--- src/grid_menu_selection_debouncer_assert.svh ---
// Assertion macros for the grid menu selection debouncer.
// Used by the top level; expects a clock named clk and a reset named rst.
`ifndef GRID_MENU_SELECTION_DEBOUNCER_ASSERT_SVH
`define GRID_MENU_SELECTION_DEBOUNCER_ASSERT_SVH

// Same-cycle implication, checked outside reset.
`define GMSD_ASSERT_NOW(label, ante, cons, msg) \
  label: assert property (@(posedge clk) disable iff (rst) (ante) |-> (cons)) \
    else $error(msg);

// Next-cycle implication, checked outside reset.
`define GMSD_ASSERT_NEXT(label, ante, cons, msg) \
  label: assert property (@(posedge clk) disable iff (rst) (ante) |=> (cons)) \
    else $error(msg);

`endif

--- src/gmsd_pkg.sv ---
// Shared types and constants for the grid menu selection debouncer.
// No dependencies; imported by the slot unit and the top level.
`default_nettype none

package gmsd_pkg;

  localparam int CNT_W    = 8;
  localparam int SQ_W     = 6;
  localparam int ID_W     = 8;
  localparam int ITEM_W   = 3;
  localparam int ROW_W    = 3;
  localparam int COLS     = 8;
  localparam logic [ROW_W-1:0] ROW_MAX = 3'd7;

  localparam int OCC_W    = COLS * COLS;
  localparam int ISQ_W    = 48;
  localparam int IID_W    = 64;
  localparam int ICNT_W   = 4;
  localparam int CFG_IDX_W = 3;
  localparam int CFG_DAT_W = 64;
  localparam int OUT_W    = 16;

  // Configuration register indexes.
  localparam logic [CFG_IDX_W-1:0] REG_STABLE_COUNT = 3'd0;
  localparam logic [CFG_IDX_W-1:0] REG_ITEM_COUNT   = 3'd1;
  localparam logic [CFG_IDX_W-1:0] REG_ITEM_SQUARES = 3'd2;
  localparam logic [CFG_IDX_W-1:0] REG_ITEM_IDS     = 3'd3;
  localparam logic [CFG_IDX_W-1:0] REG_FLIP_ROWS    = 3'd4;
  localparam logic [CFG_IDX_W-1:0] REG_BACK_ENABLED = 3'd5;
  localparam logic [CFG_IDX_W-1:0] REG_BACK_SQUARE  = 3'd6;

  typedef enum logic [1:0] {
    OUT_NONE = 2'd0,
    OUT_ITEM = 2'd1,
    OUT_BACK = 2'd2
  } outcome_t;

  typedef enum logic [1:0] {
    ST_IDLE,
    ST_SCAN,
    ST_HOLD
  } seq_state_t;

  typedef struct packed {
    logic [CNT_W-1:0] empty_ticks;
    logic [CNT_W-1:0] occupied_ticks;
    logic             armed;
    logic             fired_latch;
  } slot_state_t;

endpackage

`default_nettype wire

--- src/gmsd_slot_unit.sv ---
// Shared debouncer update unit: advances one slot's counters and flags.
// Depends on gmsd_pkg for the slot state struct.
`default_nettype none

module gmsd_slot_unit (
  input  wire                          occ,
  input  wire  [gmsd_pkg::CNT_W-1:0]   limit,
  input  gmsd_pkg::slot_state_t        cur,
  output gmsd_pkg::slot_state_t        upd,
  output logic                         fire
);
  import gmsd_pkg::*;

  logic [CNT_W-1:0] empty_inc;
  logic [CNT_W-1:0] occ_inc;

  assign empty_inc = (cur.empty_ticks < limit) ? cur.empty_ticks + 1'b1 : cur.empty_ticks;
  assign occ_inc   = (cur.occupied_ticks < limit) ? cur.occupied_ticks + 1'b1
                                                  : cur.occupied_ticks;

  always_comb begin
    upd  = cur;
    fire = 1'b0;
    if (!occ) begin
      upd.empty_ticks    = empty_inc;
      upd.occupied_ticks = '0;
      upd.fired_latch    = 1'b0;
      if (empty_inc >= limit) begin
        upd.armed = 1'b1;
      end
    end else begin
      upd.empty_ticks = '0;
      if (!cur.armed || cur.fired_latch) begin
        upd.occupied_ticks = '0;
      end else begin
        upd.occupied_ticks = occ_inc;
        if (occ_inc >= limit) begin
          upd.armed       = 1'b0;
          upd.fired_latch = 1'b1;
          fire            = 1'b1;
        end
      end
    end
  end

endmodule

`default_nettype wire

--- src/grid_menu_selection_debouncer.sv ---
// Top level of the grid menu selection debouncer: config registers, slot state,
// scan sequencer and output register. Depends on gmsd_pkg and gmsd_slot_unit.
//
//   channel   direction  handshake                  payload
//   s_axis    in         s_axis_tvalid/tready       tdata[63:0] occupancy
//   m_axis    out        m_axis_tvalid/tready       tdata[15:0] outcome, item_id, square
//   cfg       in         cfg_valid/cfg_ready        cfg_index, cfg_data
//
// A word is handled in steps: it is taken in the idle state, the item slots in use
// (n of them) are scanned in order until one fires, the scan at slot n is spent on
// the back check whether or not it is enabled, and the result is then handed over
// to the output register. Reset clears all slot state at once. A new word
// is taken while a result still waits in the output register; a stalled output
// holds the finished result in the sequencer until the register frees up.
`default_nettype none

module grid_menu_selection_debouncer #(
  parameter int MAX_SLOTS = 8
) (
  input  wire                              clk,
  input  wire                              rst,
  input  wire                              s_axis_tvalid,
  output logic                             s_axis_tready,
  input  wire  [gmsd_pkg::OCC_W-1:0]       s_axis_tdata,   // [63:0] occupancy
  output logic                             m_axis_tvalid,
  input  wire                              m_axis_tready,
  output logic [gmsd_pkg::OUT_W-1:0]       m_axis_tdata,   // [1:0] outcome,
                                                           // [9:2] item_id,
                                                           // [15:10] chosen_square
  input  wire                              cfg_valid,
  output logic                             cfg_ready,
  input  wire  [gmsd_pkg::CFG_IDX_W-1:0]   cfg_index,
  input  wire  [gmsd_pkg::CFG_DAT_W-1:0]   cfg_data
);
  import gmsd_pkg::*;

  localparam int DEPTH = MAX_SLOTS + 1;
  localparam int SW    = $clog2(DEPTH);

  // Configuration registers.
  logic [CNT_W-1:0]  stable_count;
  logic [ICNT_W-1:0] item_count;
  logic [ISQ_W-1:0]  item_squares;
  logic [IID_W-1:0]  item_ids;
  logic              flip_rows;
  logic              back_enabled;
  logic [SQ_W-1:0]   back_square;

  slot_state_t slots [DEPTH];

  seq_state_t state, state_next;
  logic [SW-1:0]    scan_k, scan_k_next;
  logic [OCC_W-1:0] occ_word;

  outcome_t         res_outcome, res_outcome_next;
  logic [ID_W-1:0]  res_id, res_id_next;
  logic [SQ_W-1:0]  res_sq, res_sq_next;

  logic [CNT_W-1:0] limit;
  logic [SW-1:0]    n_eff;
  logic [ITEM_W-1:0] item_idx;
  logic [SQ_W-1:0]  raw_sq, map_sq;
  logic             is_item, is_back, active;
  slot_state_t      unit_upd;
  logic             unit_fire, slot_fire, load_out, in_accept;
  logic             out_none;

  assign cfg_ready = 1'b1;

  always_ff @(posedge clk) begin
    if (rst) begin
      stable_count <= CNT_W'(1);
      item_count   <= '0;
      item_squares <= '0;
      item_ids     <= '0;
      flip_rows    <= 1'b0;
      back_enabled <= 1'b0;
      back_square  <= '0;
    end else if (cfg_valid && cfg_ready) begin
      case (cfg_index)
        REG_STABLE_COUNT: stable_count <= cfg_data[CNT_W-1:0];
        REG_ITEM_COUNT:   item_count   <= cfg_data[ICNT_W-1:0];
        REG_ITEM_SQUARES: item_squares <= cfg_data[ISQ_W-1:0];
        REG_ITEM_IDS:     item_ids     <= cfg_data[IID_W-1:0];
        REG_FLIP_ROWS:    flip_rows    <= cfg_data[0];
        REG_BACK_ENABLED: back_enabled <= cfg_data[0];
        REG_BACK_SQUARE:  back_square  <= cfg_data[SQ_W-1:0];
        default: ;
      endcase
    end
  end

  // A stable count of zero behaves as one; item counts saturate at the slot count.
  assign limit = (stable_count == '0) ? CNT_W'(1) : stable_count;
  assign n_eff = (item_count > ICNT_W'(MAX_SLOTS)) ? SW'(MAX_SLOTS) : SW'(item_count);

  assign is_item  = (scan_k < n_eff);
  assign is_back  = (scan_k == n_eff) && back_enabled;
  assign active   = is_item || is_back;
  assign item_idx = ITEM_W'(scan_k);
  assign raw_sq   = is_item ? item_squares[item_idx * SQ_W +: SQ_W] : back_square;
  assign map_sq   = {flip_rows ? (ROW_MAX - raw_sq[SQ_W-1 -: ROW_W]) : raw_sq[SQ_W-1 -: ROW_W],
                     raw_sq[SQ_W-ROW_W-1:0]};

  gmsd_slot_unit u_slot (
    .occ   (occ_word[map_sq]),
    .limit (limit),
    .cur   (slots[scan_k]),
    .upd   (unit_upd),
    .fire  (unit_fire)
  );

  assign slot_fire = (state == ST_SCAN) && active && unit_fire;
  assign s_axis_tready = (state == ST_IDLE);
  assign in_accept = s_axis_tvalid && s_axis_tready;
  assign load_out  = (state == ST_HOLD) && (!m_axis_tvalid || m_axis_tready);

  always_comb begin
    state_next       = state;
    scan_k_next      = scan_k;
    res_outcome_next = res_outcome;
    res_id_next      = res_id;
    res_sq_next      = res_sq;
    case (state)
      ST_IDLE: begin
        if (in_accept) begin
          state_next  = ST_SCAN;
          scan_k_next = '0;
        end
      end
      ST_SCAN: begin
        if (slot_fire) begin
          res_outcome_next = is_item ? OUT_ITEM : OUT_BACK;
          res_id_next      = is_item ? item_ids[item_idx * ID_W +: ID_W] : '0;
          res_sq_next      = map_sq;
          state_next       = ST_HOLD;
        end else if (!is_item) begin
          res_outcome_next = OUT_NONE;
          res_id_next      = '0;
          res_sq_next      = '0;
          state_next       = ST_HOLD;
        end else begin
          scan_k_next = SW'(scan_k + 1'b1);
        end
      end
      ST_HOLD: begin
        if (load_out) begin
          state_next = ST_IDLE;
        end
      end
      default: state_next = ST_IDLE;
    endcase
  end

  always_ff @(posedge clk) begin
    if (rst) begin
      state  <= ST_IDLE;
      scan_k <= '0;
    end else begin
      state  <= state_next;
      scan_k <= scan_k_next;
    end
  end

  always_ff @(posedge clk) begin
    res_outcome <= res_outcome_next;
    res_id      <= res_id_next;
    res_sq      <= res_sq_next;
    if (in_accept) begin
      occ_word <= s_axis_tdata;
    end
  end

  always_ff @(posedge clk) begin
    if (rst) begin
      for (int i = 0; i < DEPTH; i++) begin
        slots[i] <= '0;
      end
    end else if ((state == ST_SCAN) && active) begin
      slots[scan_k] <= unit_upd;
    end
  end

  always_ff @(posedge clk) begin
    if (rst) begin
      m_axis_tvalid <= 1'b0;
    end else if (load_out) begin
      m_axis_tvalid <= 1'b1;
    end else if (m_axis_tready) begin
      m_axis_tvalid <= 1'b0;
    end
  end

  always_ff @(posedge clk) begin
    if (load_out) begin
      m_axis_tdata <= {res_sq, res_id, res_outcome};
    end
  end

  assign out_none = m_axis_tvalid && (m_axis_tdata[1:0] == OUT_NONE);

`include "grid_menu_selection_debouncer_assert.svh"

  `GMSD_ASSERT_NEXT(a_accept_starts_scan, in_accept, state == ST_SCAN, "accept did not scan")
  `GMSD_ASSERT_NOW(a_scan_in_range, state == ST_SCAN, scan_k <= n_eff, "scan past last slot")
  `GMSD_ASSERT_NOW(a_none_is_zero, out_none, m_axis_tdata[15:2] == '0, "empty result has data")

endmodule

`default_nettype wire
--- config.mk ---
export PLATFORM = sky130hd
export DESIGN_NAME = grid_menu_selection_debouncer
export DESIGN_NICKNAME = d
export VERILOG_FILES = /design/src/gmsd_pkg.sv /design/src/gmsd_slot_unit.sv /design/src/grid_menu_selection_debouncer.sv
export VERILOG_INCLUDE_DIRS = /design/src /design/src/src
export SDC_FILE = /design/constraint.sdc
export NUM_CORES = 1
export LEC_CHECK = 0
export ABC_AREA = 1
export BUFFER_PORTS_ARGS = -buffer_cell sky130_fd_sc_hd__buf_2
export CAP_MARGIN = 30
export CORE_ASPECT_RATIO = 1.4
export CORE_MARGIN = 3
export CORE_UTILIZATION = 54
export CTS_CLUSTER_DIAMETER = 150
export DETAILED_ROUTE_END_ITERATION = 7
export HOLD_SLACK_MARGIN = 0.12
export PLACE_DENSITY_LB_ADDON = 0.2
export SLEW_MARGIN = 20
export SYNTH_ARGS = -nofsm -noshare
export SYNTH_HDL_FRONTEND = slang
export SYNTH_HIERARCHICAL = 1
export SYNTH_SLANG_ARGS = --single-unit
export TNS_END_PERCENT = 100
--- constraint.sdc ---
create_clock -name clk -period 12.7 [get_ports clk]
set_input_delay 3.175 -clock clk [delete_from_list [all_inputs] [get_ports clk]]
set_output_delay 3.175 -clock clk [all_outputs]
set_load 0.02 [all_outputs]
==> key figures, run 1 <==
Worst setup path
  • CP peak stage delay: 0.76 ns
  • CP Class: reg -> reg
  • Buffer and inverter count on the worst path: 6
  • Worst path depth: 26
  • Critical Path AT: between 6 and 7 ns
  • CP startpoint kind: flip-flop
  • R2R depth: 26
  • Crit. End Element: flip-flop
  • Crit-path slowest cell: dfxtp_4
  • CP top delay family: buffers and inverters
  • Crit path max fanout: 72
  • Most frequent cell on the critical path: nand2_1
  • Req. time, crit path: 13.15 ns

Min path
  • Min-delay src: res_outcome[0]
  • Hold Crit Depth: 0
  • Worst hold path class: reg -> reg

Die
  • Cell Rows: 90
  • Die height: 255 um
  • IO Pins: between 150 and 200
  • Initial Util: 0.550
  • Die area: around 47,000 um^2
  • DIE WIDTH: around 180 um
  • Core Region: between 40,000 and 50,000 um^2

Pwr
  • Power Dens Cells: 164 nW/um^2
  • Maximum VDD drop: between 100 and 150 uV
  • Total power: between 4000 and 5000 uW
  • Leakage power: 0.0103 uW

Routing
  • Vias per inst: 5.62
  • Final wirelength: 60,200 um
  • Initial DRC Count: ~1,500
  • Drt drc: 0
  • Routed Antenna Nets: 0
  • TritonRoute pass-1 iters: 6
  • Via count: 17,500
  • Routed wire per std cell: slightly below 20 um

Finish
  • Commonest non-fill, non-tap cell in the layout: edfxtp_1
  • Layout fillers: between 3,000 and 4,000
  • Most frequent cells in the layout: 384 x edfxtp_1, 334 x nor2_1, 271 x inv_1, 252 x o21ai_0, 230 x nand2_1
  • Multi-input gate area: 7720 um^2
  • ANT cells: 0
  • Area grow syn2layout: 11.6%
  • Layout cells sized above 1: 0.120
  • Nets: roughly 2,700
  • Register area: roughly 14,000 um^2

Clocking
  • Clk buf depth: 3
  • CTS root buf: clkbuf_16
  • CTS tree: yes
  • Worst-path clk slew: 0.06 ns
  • Post-CTS Resized: 0
  • Skew-Pair Late Insertion Delay: just under 0.6 ns
  • TritonCTS Sinks: between 500 and 600
  • Post-CTS Setup Bufs: 0
  • # hold bufs at CTS: 0
  • H-tree Lvls: 2
  • TritonCTS buffer count: about 50

Timing
  • Final Hold Fails: 0
  • Slew @ Worst Pin: between 0.9 and 1 ns
  • Fmax: roughly 160 MHz
  • Max-slew headroom: 0.357
  • Setup-failing EPs final: 0
  • Setup TNS: 0 ns
  • Unrepaired setup endpoints after global routing: false
  • Clock Skews: 0.00999 ns
  • Fin crit period: 6.17 ns
  • Max Slew Vio Count: 0
  • Tcrit/Tclk final: 0.486

Synth
  • Distinct cells, synth: 42
  • Area leader, netlist: edfxtp_1
  • Top_reg_cell synth: edfxtp_1
  • Mean Syn Cell Area: roughly 9.8 um^2
  • Number of synthesized flops with an enable pin: between 300 and 400
  • Synthesized flop and latch total: 527
  • Synth async-reset ratio: 0
  • Cells after Synth: 2,434
  • Register area share after synthesis: 0.603
  • Synthesized cell area: around 24,000 um^2
  • Yosys top cell area share: 0.483
  • Warnings, synthesis: 6
  • Synthesized Nets: 2,610
  • Synth area leaders: edfxtp_1 48%, dfxtp_1 12%, o21ai_0 5.3%, nor2_1 5.3%, a21oi_1 4.4%

Place
  • Global placement routability congestion: 0.897
  • HPWL after detailed placement: 39,700 um
  • PortBufs: 153

Global routing
  • First-pass GRT wire length: 92,500 um
  • Total grt overflow: 0
  • Vias in the first global route: 17,100
  • Initial antenna violation count: 0
  • Total GRT Usage: 0.254
  • Largest net degree at the start of global routing: 113

Run status
  • Status: finished, final reports clean

Flow run
  • Max-cap viol count: 0
-- worst reg2reg max path, stage by stage, from the launching register on --
cell,delay (ns)
dfxtp_4,0.76
buf_4,0.79
buf_4,0.48
buf_16,0.33
mux2i_1,0.23
o21ai_0,0.09
o211ai_1,0.20
nand2_1,0.15
ha_1,0.30
nand2_1,0.06
o21a_1,0.33
nand2_4,0.18
nand2_1,0.07
nand2_1,0.08
inv_1,0.05
ha_1,0.28
nand2_1,0.07
nor2_1,0.14
nand4_1,0.10
nand3_1,0.11
nand2_1,0.07
inv_1,0.12
nor3_1,0.07
nor2_1,0.51
inv_1,0.16
a21oi_1,0.23
nor3_1,0.07
-- layer usage --
metal / wire length (um) / vias to the layer above / GRT usage / share of wire
li1: - / 8461 / - / -
met1: 23500 / 8344 / 0.310 / 0.39
met2: 30900 / 556 / 0.453 / 0.51
met3: 2840 / 150 / 0.0241 / 0.047
met4: 2960 / 0 / 0.123 / 0.049
met5: 0 / - / 0 / 0
-- final timing paths --
| check | endpoint | slack [ns] |
|---|---|---|
| worst min-delay path | m_axis_tdata[0] | 0.42 |
| worst max register to register | flip-flop | 6.53 |
| worst max-delay path | flip-flop | 6.53 |
| worst min register to register | m_axis_tdata[0] | 0.42 |
-- synth_stat cells (all sizes together) (2+ instances only) --
master	instances
a211oi	4
nand3	154
clkbuf	92
o211ai	72
nand2	250
mux2i	72
buf	48
a21oi	213
nand3b	9
nor3	10
o21a	13
xnor2	2
dfxtp	143
nand4	8
o21ai	259
ha	40
edfxtp	384
inv	284
xor2	9
nor2	341
clkinv	20
-- layout make-up --
cell class                 count  area share
clock buffer                  59      0.0482
tap                          552      0.0259
inverter                     304      0.0428
multi-input combinational   1463       0.290
timing repair buffer         181      0.0394
clock inverter                32      0.0132
sequential                   527       0.541
-- through the flow --
step                       util  worst slack [ns]  hold WS [ns]  area [um^2]  instances
after floorplan               -              7.27         0.400        23900       2434
after global placement    0.574              6.45         0.403        24900       3022
after detailed placement  0.575              6.29         0.407        24900       3024
after CTS                 0.613              6.28         0.419        26600       3115
after global routing      0.615              5.92         0.422        26600       3118
final                     0.615              6.53         0.419        26600       3118
-- where the power goes --
group | switching (uW) | total (uW) | internal, uW
Clock | 641 | 1510 | 867
Sequential | 27.9 | 1990 | 1970
Combinational | 638 | 874 | 236
Total | 1310 | 4380 | 3070
-- cell families (layout without fill, tap and decap cells) --
kind of cell	count (synthesis)	in the layout	synth area share
buffers and inverters	444	576	0.0742
and+or+nand+nor	774	774	0.137
muxes	72	72	0.0302
other	1	1	0.000157
AOI/OAI and AO/OA	565	565	0.130
adders and majority gates	40	40	0.0210
DFF	527	527	0.603
xor gates and xnor gates	11	11	0.00404
-- state kept, by name (all words and copies together) (netlist names), named ones only --
| register | cells |
|---|---|
| slots | 288 |
| item_ids | 64 |
| occ_word | 64 |
| item_squares | 48 |
| m_axis_tdata | 16 |
| res_id | 8 |
| stable_count | 8 |
| back_square | 6 |
| res_sq | 6 |
| item_count | 4 |
| scan_k | 4 |
| res_outcome | 2 |
| state | 2 |
| back_enabled | 1 |
| flip_rows | 1 |
| m_axis_tvalid | 1 |
(Power assumes the default switching activity.)
==> run 2: changes to the inputs <==
- ABC_AREA: 1 -> 0
- clock period: 12.7 -> 5.7 ns (I/O delays scaled with it)
==> run 2 against run 1 <==
  * Register-to-register slack got worse by 6.2 ns
  * Wire length decreased by 4.5%
  * Area after synthesis shrank 2.7%
  * Clock skew grew 0.016 ns
==> key figures, run 2 <==
Die
  • Die height: approximately 250 um
  • Die area: 45,600 um^2
  • IO Pins: 155
  • Initial Util: 0.549
  • Core Region: about 42,000 um^2
  • DIE WIDTH: 181 um
  • Cell Rows: 89

Finish
  • Multi-input gate area: between 8000 and 9000 um^2
  • Most frequent cells in the layout: 384 x edfxtp_1, 285 x nand2_1, 170 x and2_1, 154 x buf_2, 140 x dfxtp_1
  • Nets: approximately 2,100
  • Register area: roughly 14,000 um^2
  • ANT cells: 0
  • Layout cells sized above 1: 0.235
  • Final core occ: 0.624
  • Layout Cells excl Fill: roughly 2,500
  • Commonest non-fill, non-tap cell in the layout: edfxtp_1
  • Largest regs: slots x288, item_ids x64, occ_word x64
  • Reg with most FFs: slots
  • Area grow syn2layout: 13.7%
  • Max reg flops: 288
  • Layout fillers: 3,283

Worst setup path
  • Reg2Reg Setup Slack: 0.31 ns
  • Crit. End Element: flip-flop
  • Critical Path, Cell by Cell: buf_4 > mux4_2 > mux4_2 > ha_1 > a211oi_2 > o21ai_1 > a211oi_2 > buf_4 > mux2_2 > ha_1 > a2111oi_0 > o21ai_1 > and3_1 > nor3_2 > mux2i_1 > nor2_2 > nand4_1 > xor2_1 > nor3_1
  • Crit path max fanout: 11
  • CP startpoint kind: flip-flop
  • Crit-path slowest cell: mux4_2
  • R2R depth: 19
  • Buffer and inverter count on the worst path: 2
  • Critical Path AT: 5.85 ns
  • CP peak stage delay: around 0.56 ns
  • CP top delay family: multiplexers
  • Req. time, crit path: roughly 6.2 ns
  • CP Class: reg -> reg

Global routing
  • Met3 Track Usage GR: 0.0334
  • First-pass GRT wire length: 87,400 um
  • Initial antenna violation count: 0
  • Met2 GRT Util: 0.455
  • Total grt overflow: 0
  • Vias in the first global route: 15,100
  • Largest net degree at the start of global routing: 78
  • Global routing's busiest layer: met2
  • Grt met1 use: 0.303
  • Total GRT Usage: 0.251

Place
  • PortBufs: 153
  • # placed instances: 2,392
  • HPWL after detailed placement: 37,200 um
  • Global placement routability congestion: slightly above 0.9

Clocking
  • Worst-path clk slew: 0.06 ns
  • Skew-Pair Late Insertion Delay: 0.59 ns
  • TritonCTS buffer count: 48
  • CTS root buf: clkbuf_16
  • CTS tree: yes
  • TritonCTS Sinks: about 530
  • # hold bufs at CTS: 0
  • H-tree Lvls: 2
  • Clk buf depth: 3

Timing
  • Unrepaired setup endpoints after global routing: false
  • Clock Skews: 0.0258 ns
  • Fmax: 185 MHz
  • Slew @ Worst Pin: between 0.8 and 0.9 ns
  • Fin crit period: 5.39 ns
  • Setup-failing EPs final: 0
  • Tcrit/Tclk final: 0.946
  • Max-slew headroom: 0.411
  • Max Slew Vio Count: 0
  • Final Hold Fails: 0
  • Setup TNS: 0 ns
  • Worst hold margin: roughly 0.42 ns

Routing
  • TritonRoute pass-1 iters: 7
  • Vias per inst: just under 6
  • Initial DRC Count: 1,052
  • Via count: 14,800
  • Final wirelength: 57,500 um
  • Routed wire per std cell: 23.1 um
  • Drt drc: 0
  • Routed Antenna Nets: 0

Pwr
  • Reg power frac: 0.536
  • Power Dens Cells: 303 nW/um^2
  • Internal power: between 6000 and 7000 uW
  • Total power: around 8000 uW
  • Combinational fraction of design power: 0.081
  • Sw Pwr: 1810 uW
  • Maximum VDD drop: 348 uV
  • Leakage power: 0.00930 uW
  • Sw frac: 0.226
  • Share of total power in the clock network: 0.383

Min path
  • Min-delay src: res_outcome[0]
  • Hold Crit Depth: 0
  • Worst hold path class: reg -> reg
  • Worst Hold End: m_axis_tdata[0]

Synth
  • Mean Syn Cell Area: 13.4 um^2
  • Synth area leaders: edfxtp_1 50%, dfxtp_1 12%, mux4_2 11%, and2_1 4.6%, nand2_1 4.6%
  • Yosys top cell area share: 0.497
  • Synthesized Nets: about 1,900
  • Warnings, synthesis: 6
  • Cells after Synth: 1,736
  • Synthesized cell area: ~23,000 um^2
  • Distinct cells, synth: 68
  • Synthesized flop and latch total: 527
  • Most frequent cell after synthesis: edfxtp_1
  • Number of synthesized flops with an enable pin: 384
  • Synth async-reset ratio: 0
  • Area leader, netlist: edfxtp_1
  • Top_reg_cell synth: edfxtp_1
  • Commonest cells in the netlist: 384 x edfxtp_1, 285 x nand2_1, 171 x and2_1
  • Register area share after synthesis: 0.620

Flow run
  • Max-cap viol count: 0

Run status
  • Status: finished, final reports clean
## run 2: changes by cell type in the layout (fill, tap and decap cells not counted), moves of 36 or more
cell / before / now
mux4_2: 0 / 115
o211ai_1: 72 / 1
mux2i_1: 72 / 36
o21ai_0: 252 / 6
and2_1: 0 / 170
a21oi_1: 211 / 132
inv_1: 271 / 17
nor2_1: 334 / 60
nand3_1: 150 / 18
nand2_1: 230 / 285
buf_4: 23 / 72
## run 2: power by group through the flow
| stage | sequential, uW | combinational, uW | clock, uW |
|---|---|---|---|
| 3_5_place_dp | 4370 | 626 | 0 |
| 5_1_grt | 4290 | 704 | 3250 |
| 6_report | 4280 | 647 | 3060 |
| 3_3_place_gp | 4360 | 609 | 0 |
| 4_1_cts | 4280 | 628 | 3120 |
| 2_1_floorplan | 4350 | 399 | 0 |
## run 2: cells by family (layout without fill, tap and decap cells)
family | count (synthesis) | in the layout | synth area share
mux | 168 | 168 | 0.140
other cells | 1 | 1 | 0.000161
fa+ha+maj | 40 | 40 | 0.0216
flops | 527 | 527 | 0.620
simple gates | 654 | 654 | 0.139
compound gates | 209 | 209 | 0.0538
xor+xnor | 12 | 12 | 0.00453
buf+inv | 125 | 335 | 0.0218
## run 2: what timing repair did
action / CTS / global route
setup endpoints to repair: 0 / 12
resized for setup: 0 / 4
setup buffers: 0 / 9
## run 2: worst register-to-register path, stage by stage, from the launching register on
cell	delay, ns
dfxtp_4	0.46
buf_4	0.16
mux4_2	0.48
mux4_2	0.56
ha_1	0.34
a211oi_2	0.22
o21ai_1	0.13
a211oi_2	0.31
buf_4	0.19
mux2_2	0.34
ha_1	0.27
a2111oi_0	0.36
o21ai_1	0.19
and3_1	0.28
nor3_2	0.22
mux2i_1	0.11
nor2_2	0.24
nand4_1	0.14
xor2_1	0.20
nor3_1	0.06
## run 2: metal layers
layer / up-vias / share of wire
li1: 6759 / -
met1: 7396 / 0.38
met2: 501 / 0.53
met3: 150 / 0.052
met4: 0 / 0.043
met5: - / 0
## run 2: cell type report
class,count,share of cell area
sequential,527,0.546
multi-input combinational,1084,0.317
timing repair buffer,232,0.0535
clock buffer,59,0.0471
tap,546,0.0259
clock inverter,26,0.00853
inverter,18,0.00256
## run 2: how the worst max path moves through the flow
stage | from | end | slack, ns | cells after the start
final | flip-flop | flip-flop | 0.31 | 19
after global routing | flip-flop | flip-flop | 0.07 | 20
after CTS | flip-flop | flip-flop | 0.01 | 20
after detailed placement | flip-flop | flip-flop | 0.04 | 20
after global placement | flip-flop | flip-flop | 0.15 | 20
after floorplan | flip-flop | flip-flop | 0.005 | 21
## run 2: metrics by stage
step                instance area, um^2  setup WS, ns
finish                            26400         0.308
global route                      26400        0.0706
CTS                               26300        0.0130
detailed placement                24800        0.0436
global placement                  24800         0.147
floorplan                         23200       0.00499
==> run 3: changes to the inputs <==
- ABC_AREA: 0 -> unset
- BUFFER_PORTS_ARGS: -buffer_cell sky130_fd_sc_hd__buf_2 -> -buffer_cell sky130_fd_sc_hd__buf_4
- PLACE_DENSITY: unset -> 0.78
- PLACE_DENSITY_LB_ADDON: 0.2 -> unset
==> run 3 against run 2 <==
  * Via count is 1.8% higher
  * Fmax down 0.87%
  * Setup slack worse by 0.047 ns
  * Sequential cell count is the same
==> key figures, run 3 (synthesized netlist as in run 2, its figures left out) <==
Worst setup path
  • CP startpoint kind: flip-flop
  • CP top delay family: simple AND/OR/NAND/NOR gates
  • CP Class: reg -> reg
  • Crit. End Element: flip-flop
  • Critical Path AT: 5.92 ns
  • Req. time, crit path: a little over 6 ns
  • Reg2Reg Setup Slack: roughly 0.26 ns
  • CP peak stage delay: 0.54 ns
  • Buffer and inverter count on the worst path: 2
  • Crit-path slowest cell: mux4_2
  • R2R depth: 21
  • Critical Path, Cell by Cell: buf_12 > mux4_2 > mux4_2 > ha_1 > a211oi_1 > nor2_1 > a211oi_2 > buf_4 > nand3_1 > xnor2_1 > ha_1 > a21o_1 > a211oi_1 > o21ai_0 > and3_1 > nor3_2 > mux2i_1 > nor2_1 > nand4_1 > xor2_1 > nor3_1
  • Crit Reg-Reg Endpoint: scan_k[3]
  • Crit path max fanout: 18

Clocking
  • Clk buf depth: 3
  • TritonCTS buffer count: 48
  • Worst-path clk slew: 0.06 ns
  • Skew-Pair Late Insertion Delay: just under 0.6 ns
  • H-tree Lvls: 2
  • CTS tree: yes
  • CTS root buf: clkbuf_16
  • TritonCTS Sinks: 527

Routing
  • Drt drc: 0
  • Initial DRC Count: 1,209
  • Via count: 15,100
  • Routed wire per std cell: around 24 um
  • Vias per inst: between 6 and 7
  • Final wirelength: 59,500 um
  • Routed Antenna Nets: 0
  • TritonRoute pass-1 iters: 5

Die
  • DIE WIDTH: 181 um
  • Initial Util: 0.549
  • Cell Rows: between 80 and 90
  • IO Pins: 155
  • Die height: 251 um
  • Core Region: 42,300 um^2
  • Die area: 45,600 um^2

Place
  • Placed cell areas: 25,300 um^2
  • # placed instances: 2,402
  • Global placement routability congestion: 0.916
  • HPWL after detailed placement: between 30,000 and 40,000 um
  • PortBufs: 153

Finish
  • Commonest non-fill, non-tap cell in the layout: edfxtp_1
  • Area grow syn2layout: 16.3%
  • Largest regs: slots x288, item_ids x64, occ_word x64
  • Nets: 2,093
  • Reg with most FFs: slots
  • Layout cells sized above 1: 0.244
  • Final core occ: 0.638
  • Layout Cells excl Fill: 2,501
  • ANT cells: 0
  • Max reg flops: about 290
  • Layout fillers: 3,053
  • Most frequent cells in the layout: 384 x edfxtp_1, 285 x nand2_1, 230 x buf_4, 170 x and2_1, 140 x dfxtp_1
  • Design area: ~27,000 um^2

Min path
  • Hold Crit Depth: 0
  • Min-delay src: res_sq[5]
  • Worst Hold End: m_axis_tdata[15]
  • Worst hold path class: reg -> reg

Pwr
  • Total power: 8290 uW
  • Maximum VDD drop: 300 uV
  • Power Dens Cells: around 310 nW/um^2
  • Leakage power: 0.00956 uW

Timing
  • Setup-failing EPs final: 0
  • Unrepaired setup endpoints after global routing: false
  • Max-slew headroom: 0.357
  • Final Hold Fails: 0
  • Tcrit/Tclk final: 0.954
  • Slew @ Worst Pin: 0.965 ns
  • Max Slew Vio Count: 0
  • Clock Skews: 0.0232 ns
  • Fin crit period: around 5.4 ns
  • Fmax: approximately 180 MHz
  • Setup TNS: 0 ns

Global routing
  • Largest net degree at the start of global routing: 65
  • Vias in the first global route: 15,500
  • First-pass GRT wire length: ~90,000 um
  • Total grt overflow: 0
  • Initial antenna violation count: 0
  • Total GRT Usage: 0.259

Run status
  • Status: finished, final reports clean

Flow run
  • Max-cap viol count: 0
==> run 3: how the worst max path moves through the flow <==
stage               from         to  slack, ns  cells after the start
2_1_floorplan  flip-flop  flip-flop      0.005                     21
3_3_place_gp   flip-flop  scan_k[0]       0.13                     22
3_5_place_dp   flip-flop  scan_k[3]       0.12                     21
4_1_cts        flip-flop  scan_k[3]       0.07                     21
5_1_grt        flip-flop  scan_k[3]       0.08                     21
6_report       flip-flop  scan_k[3]       0.26                     21
==> run 3: cell type report <==
| cell class | count | area, um^2 | area share |
|---|---|---|---|
| Clock buffer | 65 | 1320 | 0.0488 |
| Clock inverter | 23 | 303 | 0.0112 |
| Inverter | 18 | 67.6 | 0.00250 |
| Multi-Input combinational cell | 1084 | 8380 | 0.310 |
| Sequential cell | 527 | 14400 | 0.533 |
| Tap cell | 546 | 683 | 0.0253 |
| Timing Repair Buffer | 238 | 1850 | 0.0686 |
==> run 3: routing by layer <==
metal	track usage	up-vias	part of all wire
li1	-	6772	-
met1	0.299	7441	0.35
met2	0.475	681	0.54
met3	0.0372	175	0.065
met4	0.125	0	0.054
met5	0	-	0
==> run 3: metrics by stage <==
step / setup slack, ns / hold WS (ns)
floorplan: 0.00499 / 0.400
global placement: 0.126 / 0.404
detailed placement: 0.123 / 0.408
CTS: 0.0733 / 0.424
global route: 0.0808 / 0.430
finish: 0.261 / 0.423
==> run 3: repair_timing <==
action,CTS,global route
hold buffers,0,0
resized for setup,0,1
endpoints found under the setup margin,0,8
buffers inserted,0,7
==> run 3: power breakdown <==
| group | switching (uW) | leakage, uW | total [uW] | internal [uW] |
|---|---|---|---|---|
| registers | 43.4 | 0.00483 | 4280 | 4240 |
| logic | 401 | 0.00394 | 682 | 281 |
| clock network | 1380 | 0.000793 | 3320 | 1940 |
